<file path="src/rtl/ipd_pkg.sv">
package ipd_pkg;

    // interval field width default and limit register width
    localparam int INTERVAL_BITS_DEF = 20;
    localparam int LIMIT_W           = 20;

    // register indexes on the configuration port
    localparam int CFG_INDEX_W = 8;
    localparam logic [CFG_INDEX_W-1:0] REG_ZERO_LOW  = 8'd0;
    localparam logic [CFG_INDEX_W-1:0] REG_ZERO_HIGH = 8'd1;

    localparam logic [LIMIT_W-1:0] ZERO_LOW_RST  = 20'd1000;
    localparam logic [LIMIT_W-1:0] ZERO_HIGH_RST = 20'd1500;

    // item kinds carried in tuser
    localparam logic KIND_EDGE    = 1'b0;
    localparam logic KIND_TIMEOUT = 1'b1;

    // frame bit positions
    localparam logic [4:0] EDGE_MAX       = 5'd31;
    localparam logic [4:0] FIRST_BIT_EDGE = 5'd17;
    localparam logic [4:0] LAST_BIT_EDGE  = 5'd24;

    // command queue between classifier and LED controller
    localparam int QUEUE_DEPTH = 4;
    localparam int QPTR_W      = $clog2(QUEUE_DEPTH);

    // button codes
    localparam logic [7:0] BTN_RED   = 8'd84;
    localparam logic [7:0] BTN_GREEN = 8'd22;
    localparam logic [7:0] BTN_BLUE  = 8'd21;
    localparam logic [7:0] BTN_PAT0  = 8'd80;
    localparam logic [7:0] BTN_PAT1  = 8'd18;
    localparam logic [7:0] BTN_PAT2  = 8'd17;
    localparam logic [7:0] BTN_PAT3  = 8'd76;
    localparam logic [7:0] BTN_PAT4  = 8'd14;
    localparam logic [7:0] BTN_PAT5  = 8'd13;
    localparam logic [7:0] BTN_PAT6  = 8'd28;

    // result beat layout
    localparam int M_TDATA_W = 24;

    typedef struct packed {
        logic       valid;
        logic [7:0] command;
    } cmd_beat_t;

endpackage

</file>
<file path="src/rtl/ipd_front.sv">
module ipd_front #(
    parameter int INTERVAL_BITS = ipd_pkg::INTERVAL_BITS_DEF
) (
    input  logic                            aclk,
    input  logic                            aresetn,
    input  logic                            item_accept,
    input  logic                            item_kind,
    input  logic [INTERVAL_BITS-1:0]        item_interval,
    input  logic                            cfg_write,
    input  logic [ipd_pkg::CFG_INDEX_W-1:0] cfg_index,
    input  logic [ipd_pkg::LIMIT_W-1:0]     cfg_data,
    output ipd_pkg::cmd_beat_t              push
);

    localparam int CMP_W = (INTERVAL_BITS > ipd_pkg::LIMIT_W) ? INTERVAL_BITS
                                                                : ipd_pkg::LIMIT_W;

    logic [ipd_pkg::LIMIT_W-1:0] zero_low_reg, zero_high_reg;
    logic                        armed_reg, armed_next;
    logic [4:0]                  edge_count_reg, edge_count_next;
    logic [7:0]                  command_bits_reg, command_bits_next;

    logic [CMP_W-1:0] ivl_ext, low_ext, high_ext;
    logic             is_zero;
    logic             in_field;
    logic [2:0]       bit_sel;
    logic [4:0]       bit_off;

    // limit registers
    always_ff @(posedge aclk) begin
        if (!aresetn) begin
            zero_low_reg  <= ipd_pkg::ZERO_LOW_RST;
            zero_high_reg <= ipd_pkg::ZERO_HIGH_RST;
        end else if (cfg_write) begin
            if (cfg_index == ipd_pkg::REG_ZERO_LOW)  zero_low_reg  <= cfg_data;
            if (cfg_index == ipd_pkg::REG_ZERO_HIGH) zero_high_reg <= cfg_data;
        end
    end

    // classify the interval against the zero window
    always_comb begin
        ivl_ext  = CMP_W'(item_interval);
        low_ext  = CMP_W'(zero_low_reg);
        high_ext = CMP_W'(zero_high_reg);
        is_zero  = (ivl_ext >= low_ext) && (ivl_ext <= high_ext);
        in_field = (edge_count_reg >= ipd_pkg::FIRST_BIT_EDGE) &&
                   (edge_count_reg <= ipd_pkg::LAST_BIT_EDGE);
        bit_off  = edge_count_reg - ipd_pkg::FIRST_BIT_EDGE;
        bit_sel  = bit_off[2:0];
    end

    // frame state update
    always_comb begin
        armed_next        = armed_reg;
        edge_count_next   = edge_count_reg;
        command_bits_next = command_bits_reg;
        push.valid        = 1'b0;
        push.command      = command_bits_reg;
        if (item_accept) begin
            if (item_kind == ipd_pkg::KIND_TIMEOUT) begin
                push.valid      = 1'b1;
                armed_next      = 1'b0;
                edge_count_next = '0;
            end else if (!armed_reg) begin
                armed_next = 1'b1;
            end else begin
                if (in_field) command_bits_next[bit_sel] = !is_zero;
                if (edge_count_reg != ipd_pkg::EDGE_MAX)
                    edge_count_next = edge_count_reg + 5'd1;
            end
        end
    end

    always_ff @(posedge aclk) begin
        if (!aresetn) begin
            armed_reg        <= 1'b0;
            edge_count_reg   <= '0;
            command_bits_reg <= '1;
        end else begin
            armed_reg        <= armed_next;
            edge_count_reg   <= edge_count_next;
            command_bits_reg <= command_bits_next;
        end
    end

endmodule

</file>
<file path="src/rtl/ipd_cmd_fifo.sv">
module ipd_cmd_fifo (
    input  logic               aclk,
    input  logic               aresetn,
    input  ipd_pkg::cmd_beat_t push,
    input  logic               pop,
    output ipd_pkg::cmd_beat_t head,
    output logic               full
);

    localparam int DEPTH = ipd_pkg::QUEUE_DEPTH;
    localparam int PW    = ipd_pkg::QPTR_W;

    logic [7:0]  mem [DEPTH];
    logic [PW-1:0] wr_ptr_reg, rd_ptr_reg;
    logic [PW:0]   count_reg, count_next;
    logic          do_push, do_pop;

    assign full         = (count_reg == (PW+1)'(DEPTH));
    assign head.valid   = (count_reg != '0);
    assign head.command = mem[rd_ptr_reg];
    assign do_push      = push.valid && !full;
    assign do_pop       = pop && head.valid;

    always_comb begin
        count_next = count_reg;
        unique case ({do_push, do_pop})
            2'b10:   count_next = count_reg + (PW+1)'(1);
            2'b01:   count_next = count_reg - (PW+1)'(1);
            default: count_next = count_reg;
        endcase
    end

    // storage, no reset needed
    always_ff @(posedge aclk) begin
        if (do_push) mem[wr_ptr_reg] <= push.command;
    end

    always_ff @(posedge aclk) begin
        if (!aresetn) begin
            wr_ptr_reg <= '0;
            rd_ptr_reg <= '0;
            count_reg  <= '0;
        end else begin
            if (do_push) wr_ptr_reg <= wr_ptr_reg + PW'(1);
            if (do_pop)  rd_ptr_reg <= rd_ptr_reg + PW'(1);
            count_reg <= count_next;
        end
    end

endmodule

</file>
<file path="src/rtl/ipd_back.sv">
module ipd_back (
    input  logic               aclk,
    input  logic               aresetn,
    input  ipd_pkg::cmd_beat_t head,
    output logic               pop,
    output logic               out_valid,
    input  logic               out_ready,
    output logic [7:0]         out_command,
    output logic [2:0]         out_rgb,
    output logic [7:0]         out_led
);

    logic [9:0] flags_reg, flags_next;
    logic [2:0] rgb_reg, rgb_next;
    logic [7:0] pattern_reg, pattern_next;
    logic       out_valid_reg;
    logic [7:0] out_command_reg;
    logic [2:0] out_rgb_reg;
    logic [7:0] out_led_reg;

    assign pop         = head.valid && (!out_valid_reg || out_ready);
    assign out_valid   = out_valid_reg;
    assign out_command = out_command_reg;
    assign out_rgb     = out_rgb_reg;
    assign out_led     = out_led_reg;

    // button action on the queue head
    always_comb begin
        flags_next   = flags_reg;
        rgb_next     = rgb_reg;
        pattern_next = pattern_reg;
        unique case (head.command)
            ipd_pkg::BTN_RED: begin
                flags_next[0] = !flags_reg[0];
                rgb_next[0]   = flags_reg[0];
            end
            ipd_pkg::BTN_GREEN: begin
                flags_next[1] = !flags_reg[1];
                rgb_next[1]   = flags_reg[1];
            end
            ipd_pkg::BTN_BLUE: begin
                flags_next[2] = !flags_reg[2];
                rgb_next[2]   = flags_reg[2];
            end
            ipd_pkg::BTN_PAT0: begin
                flags_next[3] = !flags_reg[3];
                pattern_next  = flags_reg[3] ? 8'h00 : 8'h55;
            end
            ipd_pkg::BTN_PAT1: begin
                flags_next[4] = !flags_reg[4];
                pattern_next  = flags_reg[4] ? 8'h00 : 8'hDB;
            end
            ipd_pkg::BTN_PAT2: begin
                flags_next[5] = !flags_reg[5];
                pattern_next  = flags_reg[5] ? 8'h00 : 8'hC3;
            end
            ipd_pkg::BTN_PAT3: begin
                flags_next[6] = !flags_reg[6];
                pattern_next  = flags_reg[6] ? 8'h00 : 8'h18;
            end
            ipd_pkg::BTN_PAT4: begin
                flags_next[7] = !flags_reg[7];
                pattern_next  = flags_reg[7] ? 8'h00 : 8'h99;
            end
            ipd_pkg::BTN_PAT5: begin
                flags_next[8] = !flags_reg[8];
                pattern_next  = flags_reg[8] ? 8'h00 : 8'h66;
            end
            ipd_pkg::BTN_PAT6: begin
                flags_next[9] = !flags_reg[9];
                pattern_next  = flags_reg[9] ? 8'h00 : 8'hFF;
            end
            default: ;
        endcase
    end

    // LED state
    always_ff @(posedge aclk) begin
        if (!aresetn) begin
            flags_reg   <= '0;
            rgb_reg     <= '1;
            pattern_reg <= '0;
        end else if (pop) begin
            flags_reg   <= flags_next;
            rgb_reg     <= rgb_next;
            pattern_reg <= pattern_next;
        end
    end

    // output beat register
    always_ff @(posedge aclk) begin
        if (!aresetn) begin
            out_valid_reg <= 1'b0;
        end else begin
            out_valid_reg <= pop || (out_valid_reg && !out_ready);
        end
    end

    always_ff @(posedge aclk) begin
        if (pop) begin
            out_command_reg <= head.command;
            out_rgb_reg     <= rgb_next;
            out_led_reg     <= pattern_next;
        end
    end

endmodule

</file>
<file path="src/rtl/ir_pulse_distance_decoder_core.sv">
// Pulse-distance infrared remote decoder with an LED controller behind it. Each
// input beat is either an edge (tuser low, tdata = ticks since the previous
// edge) or a frame timeout (tuser high). The first edge arms the frame; the 18th
// to 25th edges after the arming edge deliver command bits 0 to 7, a bit being 0
// when its interval lies inside [zero_low_limit, zero_high_limit]. A timeout
// hands the command byte to the LED controller, which toggles the button's flag
// and emits one result beat with the command, the active-low RGB pins and the
// LED bank after the command has passed the queue and the output register.
// The block takes one beat per cycle. Any input beat, edge or timeout, stalls
// while the four-entry command queue between classifier and LED controller
// is full, which happens only while the result register is held by m_tready low.
module ir_pulse_distance_decoder_core #(
    parameter int INTERVAL_BITS = ipd_pkg::INTERVAL_BITS_DEF
) (
    input  logic                            aclk,
    input  logic                            aresetn,
    // input beats
    input  logic                            s_tvalid,
    output logic                            s_tready,
    input  logic [((INTERVAL_BITS+7)/8)*8-1:0] s_tdata, // interval
    input  logic                            s_tuser,    // kind
    // result beats
    output logic                            m_tvalid,
    input  logic                            m_tready,
    output logic [ipd_pkg::M_TDATA_W-1:0]   m_tdata,    // command, rgb_pins, led_bank
    // configuration writes
    input  logic                            cfg_valid,
    output logic                            cfg_ready,
    input  logic [ipd_pkg::CFG_INDEX_W-1:0] cfg_index,
    input  logic [ipd_pkg::LIMIT_W-1:0]     cfg_data
);

    ipd_pkg::cmd_beat_t push, head;
    logic               q_full, pop;
    logic               item_accept;
    logic [7:0]         res_command;
    logic [2:0]         res_rgb;
    logic [7:0]         res_led;

    assign cfg_ready   = 1'b1;
    assign s_tready    = !q_full;
    assign item_accept = s_tvalid && s_tready;
    assign m_tdata     = {5'd0, res_led, res_rgb, res_command};

    ipd_front #(
        .INTERVAL_BITS(INTERVAL_BITS)
    ) u_front (
        .aclk         (aclk),
        .aresetn      (aresetn),
        .item_accept  (item_accept),
        .item_kind    (s_tuser),
        .item_interval(s_tdata[INTERVAL_BITS-1:0]),
        .cfg_write    (cfg_valid && cfg_ready),
        .cfg_index    (cfg_index),
        .cfg_data     (cfg_data),
        .push         (push)
    );

    ipd_cmd_fifo u_queue (
        .aclk   (aclk),
        .aresetn(aresetn),
        .push   (push),
        .pop    (pop),
        .head   (head),
        .full   (q_full)
    );

    ipd_back u_back (
        .aclk       (aclk),
        .aresetn    (aresetn),
        .head       (head),
        .pop        (pop),
        .out_valid  (m_tvalid),
        .out_ready  (m_tready),
        .out_command(res_command),
        .out_rgb    (res_rgb),
        .out_led    (res_led)
    );

endmodule

</file>
<file path="config.mk">
export PLATFORM = sky130hd
export DESIGN_NAME = ir_pulse_distance_decoder_core
export DESIGN_NICKNAME = d
export VERILOG_FILES = /design/src/rtl/ipd_pkg.sv /design/src/rtl/ipd_front.sv /design/src/rtl/ipd_cmd_fifo.sv /design/src/rtl/ipd_back.sv /design/src/rtl/ir_pulse_distance_decoder_core.sv
export SDC_FILE = /design/constraint.sdc
export NUM_CORES = 1
export LEC_CHECK = 0
export BUFFER_PORTS_ARGS = -buffer_cell sky130_fd_sc_hd__buf_2
export CAP_MARGIN = 30
export CORE_ASPECT_RATIO = 0.9
export CORE_UTILIZATION = 26
export DETAILED_ROUTE_END_ITERATION = 16
export PLACE_DENSITY = 0.45
export RECOVER_POWER = 50
export SYNTH_ARGS = -nofsm -noshare
export SYNTH_HDL_FRONTEND = slang
export SYNTH_SLANG_ARGS = --single-unit
</file>
<file path="constraint.sdc">
create_clock -name aclk -period 4.9 [get_ports aclk]
set_input_delay 1.225 -clock aclk [delete_from_list [all_inputs] [get_ports aclk]]
set_output_delay 1.225 -clock aclk [all_outputs]
set_load 0.005 [all_outputs]
</file>
==> run metrics <==
FF+latch area=3230 um^2; #FFs+latches synth=136; Tot GR Track Use=11.9%; final non-filler cell total=1,033; asr flop ratio synth=0%; worst setup skew after layout=6.16 ps; min-delay src=u_back.pattern_reg[1]; Final ANT Viol Nets=0; Fin. Hold Viols=0; share of cells above drive strength 1=16.1%; worst slew pin tran=1760 ps; most common cell in the netlist=dfxtp_1; setup TNS=0 ps; Worst EP arrival=3790 ps; Max Buffers Root-to-Sink=2; Hold Crit Endpoint=u_back.pattern_reg[1]; Hold Path Class=reg2reg; Gates resized, CTS repair=0; kind of critical path=in2reg; area leader, netlist=dfxtp_1; Setup Buffers After CTS=0; Vias/cell=4.47; max FFs per register=32; clk_lat worst skew=420 ps; Required @ worst endpoint=5170 ps; final setup vio count=0; WHS=461 ps; crit start category=primary input; CTS tree=yes; Sink Count=136; Area growth, synth to finish=19.2%; IO Count=85; Initial Util=26.7%; power per cell area=399 nW/um^2; post-detailed-route DRC marker count=0; Synth top area share=26.1%; top_reg_cell synth=dfxtp_1; Final nets=792; H-tree levels=4; YS warnings=0; top cells by count, synth=dfxtp_1, nor2_1, inv_1; R2R Path End=u_back.out_led[4]; R2R depth=7; first-pass GRT wire length=23,900 um; status=finished, violations left; Root Driver=clkbuf_16; post-route clock period utilization=71.8%; worst hold stages=2; initial antenna violation count=1; Die Span Y=152 um; Vias=4,622; largest net degree at the start of global routing=61; GRT overflow=0; RSZ-0062 raised after global routing=false; Leak=3.06 nW; Core Util, Final=31.8%; wire per inst=14.1 um; Multi-input gate area=2930 um^2; synthesized area=6510 um^2; Area contributors post-synth=dfxtp_1, edfxtp_1, ha_1; Pins Over Slew Limit=21; Core Area=24,400 um^2; Max Fclk=284 MHz; crit path time final=3520 ps; vias in the first global route=4,733; die width=169 um; post-synthesis cell type count=54; Critical Path End Type=flip-flop; r2r setup slk=1480 ps; routed wire length=14,600 um; Final GP Congestion=0.800; detailed placer's ending HPWL=10,500 um; TritonCTS buffer count=17; Rel. slew slack=-17.5%; Clock transition at path regs=60 ps; Max Cap Violations=1; fill count=2,498; Site Rows=54; Peak VDD IR=0.264 mV; worst-path maximum fanout=60; Post-Synthesis Cells=615; Hold Buf Count CTS=0; failing checks=capacitance limit, slew limit; placed cells=1,000; Post-Syn Area per Cell=10.6 um^2; most flop-heavy register=u_queue.mem; die area=25,700 um^2; EDFF count, synth=51; sequential share of the synthesized area=49.6%; First DRT Iteration DRCs=175; Pre-Repair DR Iteration Count=4; port bufs=74
[where the power goes]
part           internal [mW]  switching [mW]
clock                  0.845           0.484
combinational          0.157           0.293
sequential              1.27          0.0472
total                   2.28           0.824
[worst max-delay path, cell delays in order]
cell and delay, ps:
clkbuf_1 990, clkinv_1 250, clkbuf_2 820, nor3_1 430, a21oi_1 60
[placed cells by master (no fill, tap or decap), types with 13 or more instances in the layout]
cell / synthesis / routed
mux2i_1: 39 / 39
a21o_1: 17 / 17
edfxtp_1: 51 / 51
clkbuf_16: 0 / 17
inv_1: 52 / 52
nand4_1: 15 / 15
clkbuf_1: 19 / 13
nor2_1: 64 / 63
buf_2: 1 / 63
nor3_1: 21 / 21
ha_1: 50 / 50
nand2_1: 32 / 32
dfxtp_1: 85 / 85
a21oi_1: 30 / 30
[per-layer routing]
layer  vias up  global-route usage, %  routed length [um]  part of all wire (%)
met5         -                      0                   0                     0
met4         0                   5.15                 169                   1.2
li1       2315                      -                   -                     -
met2        66                   19.8                6960                    48
met1      2229                   14.8                6960                    48
met3        12                   2.55                 470                   3.2
[worst max-delay path by stage]
stage               start  cells after the start                     endpoint
2_1_floorplan    m_tready                     10         u_queue.count_reg[2]
3_3_place_gp   s_tdata[5]                      9  u_front.command_bits_reg[0]
3_5_place_dp     m_tready                     10         u_queue.count_reg[2]
4_1_cts         flip-flop                      7            u_back.out_led[4]
5_1_grt           aresetn                      5  u_front.command_bits_reg[2]
6_report          aresetn                      5  u_front.command_bits_reg[4]
[final cells by class]
cell class              instances  share of cell area, %
diodes                          1                 0.0322
clock buffers                  18                   5.53
clock inverters                14                   2.34
inverters                      53                   2.56
multi-input cells             399                   37.8
flip-flops and latches        136                   41.6
well taps                     336                   5.41
repair buffers                 76                   4.71
[kinds of logic after synthesis]
logic type / Yosys count / share of synthesized area [%]
other: 2 / 0.115
multiplexers: 51 / 9.45
buffers and inverters: 84 / 5.67
flip-flops: 136 / 49.6
XOR/XNOR: 15 / 2.02
adder cells (fa/ha/maj): 51 / 9.91
AND/OR/NAND/NOR: 188 / 14.3
AO/OA/AOI/OAI: 88 / 8.95
[per-stage QoR]
stage	power [mW]	instance area [um^2]	worst slack, ps
final	3.10	7760	1380
after global routing	3.25	7760	975
after CTS	3.15	7780	1410
after detailed placement	1.81	7170	1280
after global placement	1.79	7170	1340
after floorplan	1.64	6530	1820
No activity file was read; power rests on OpenSTA's default activity.
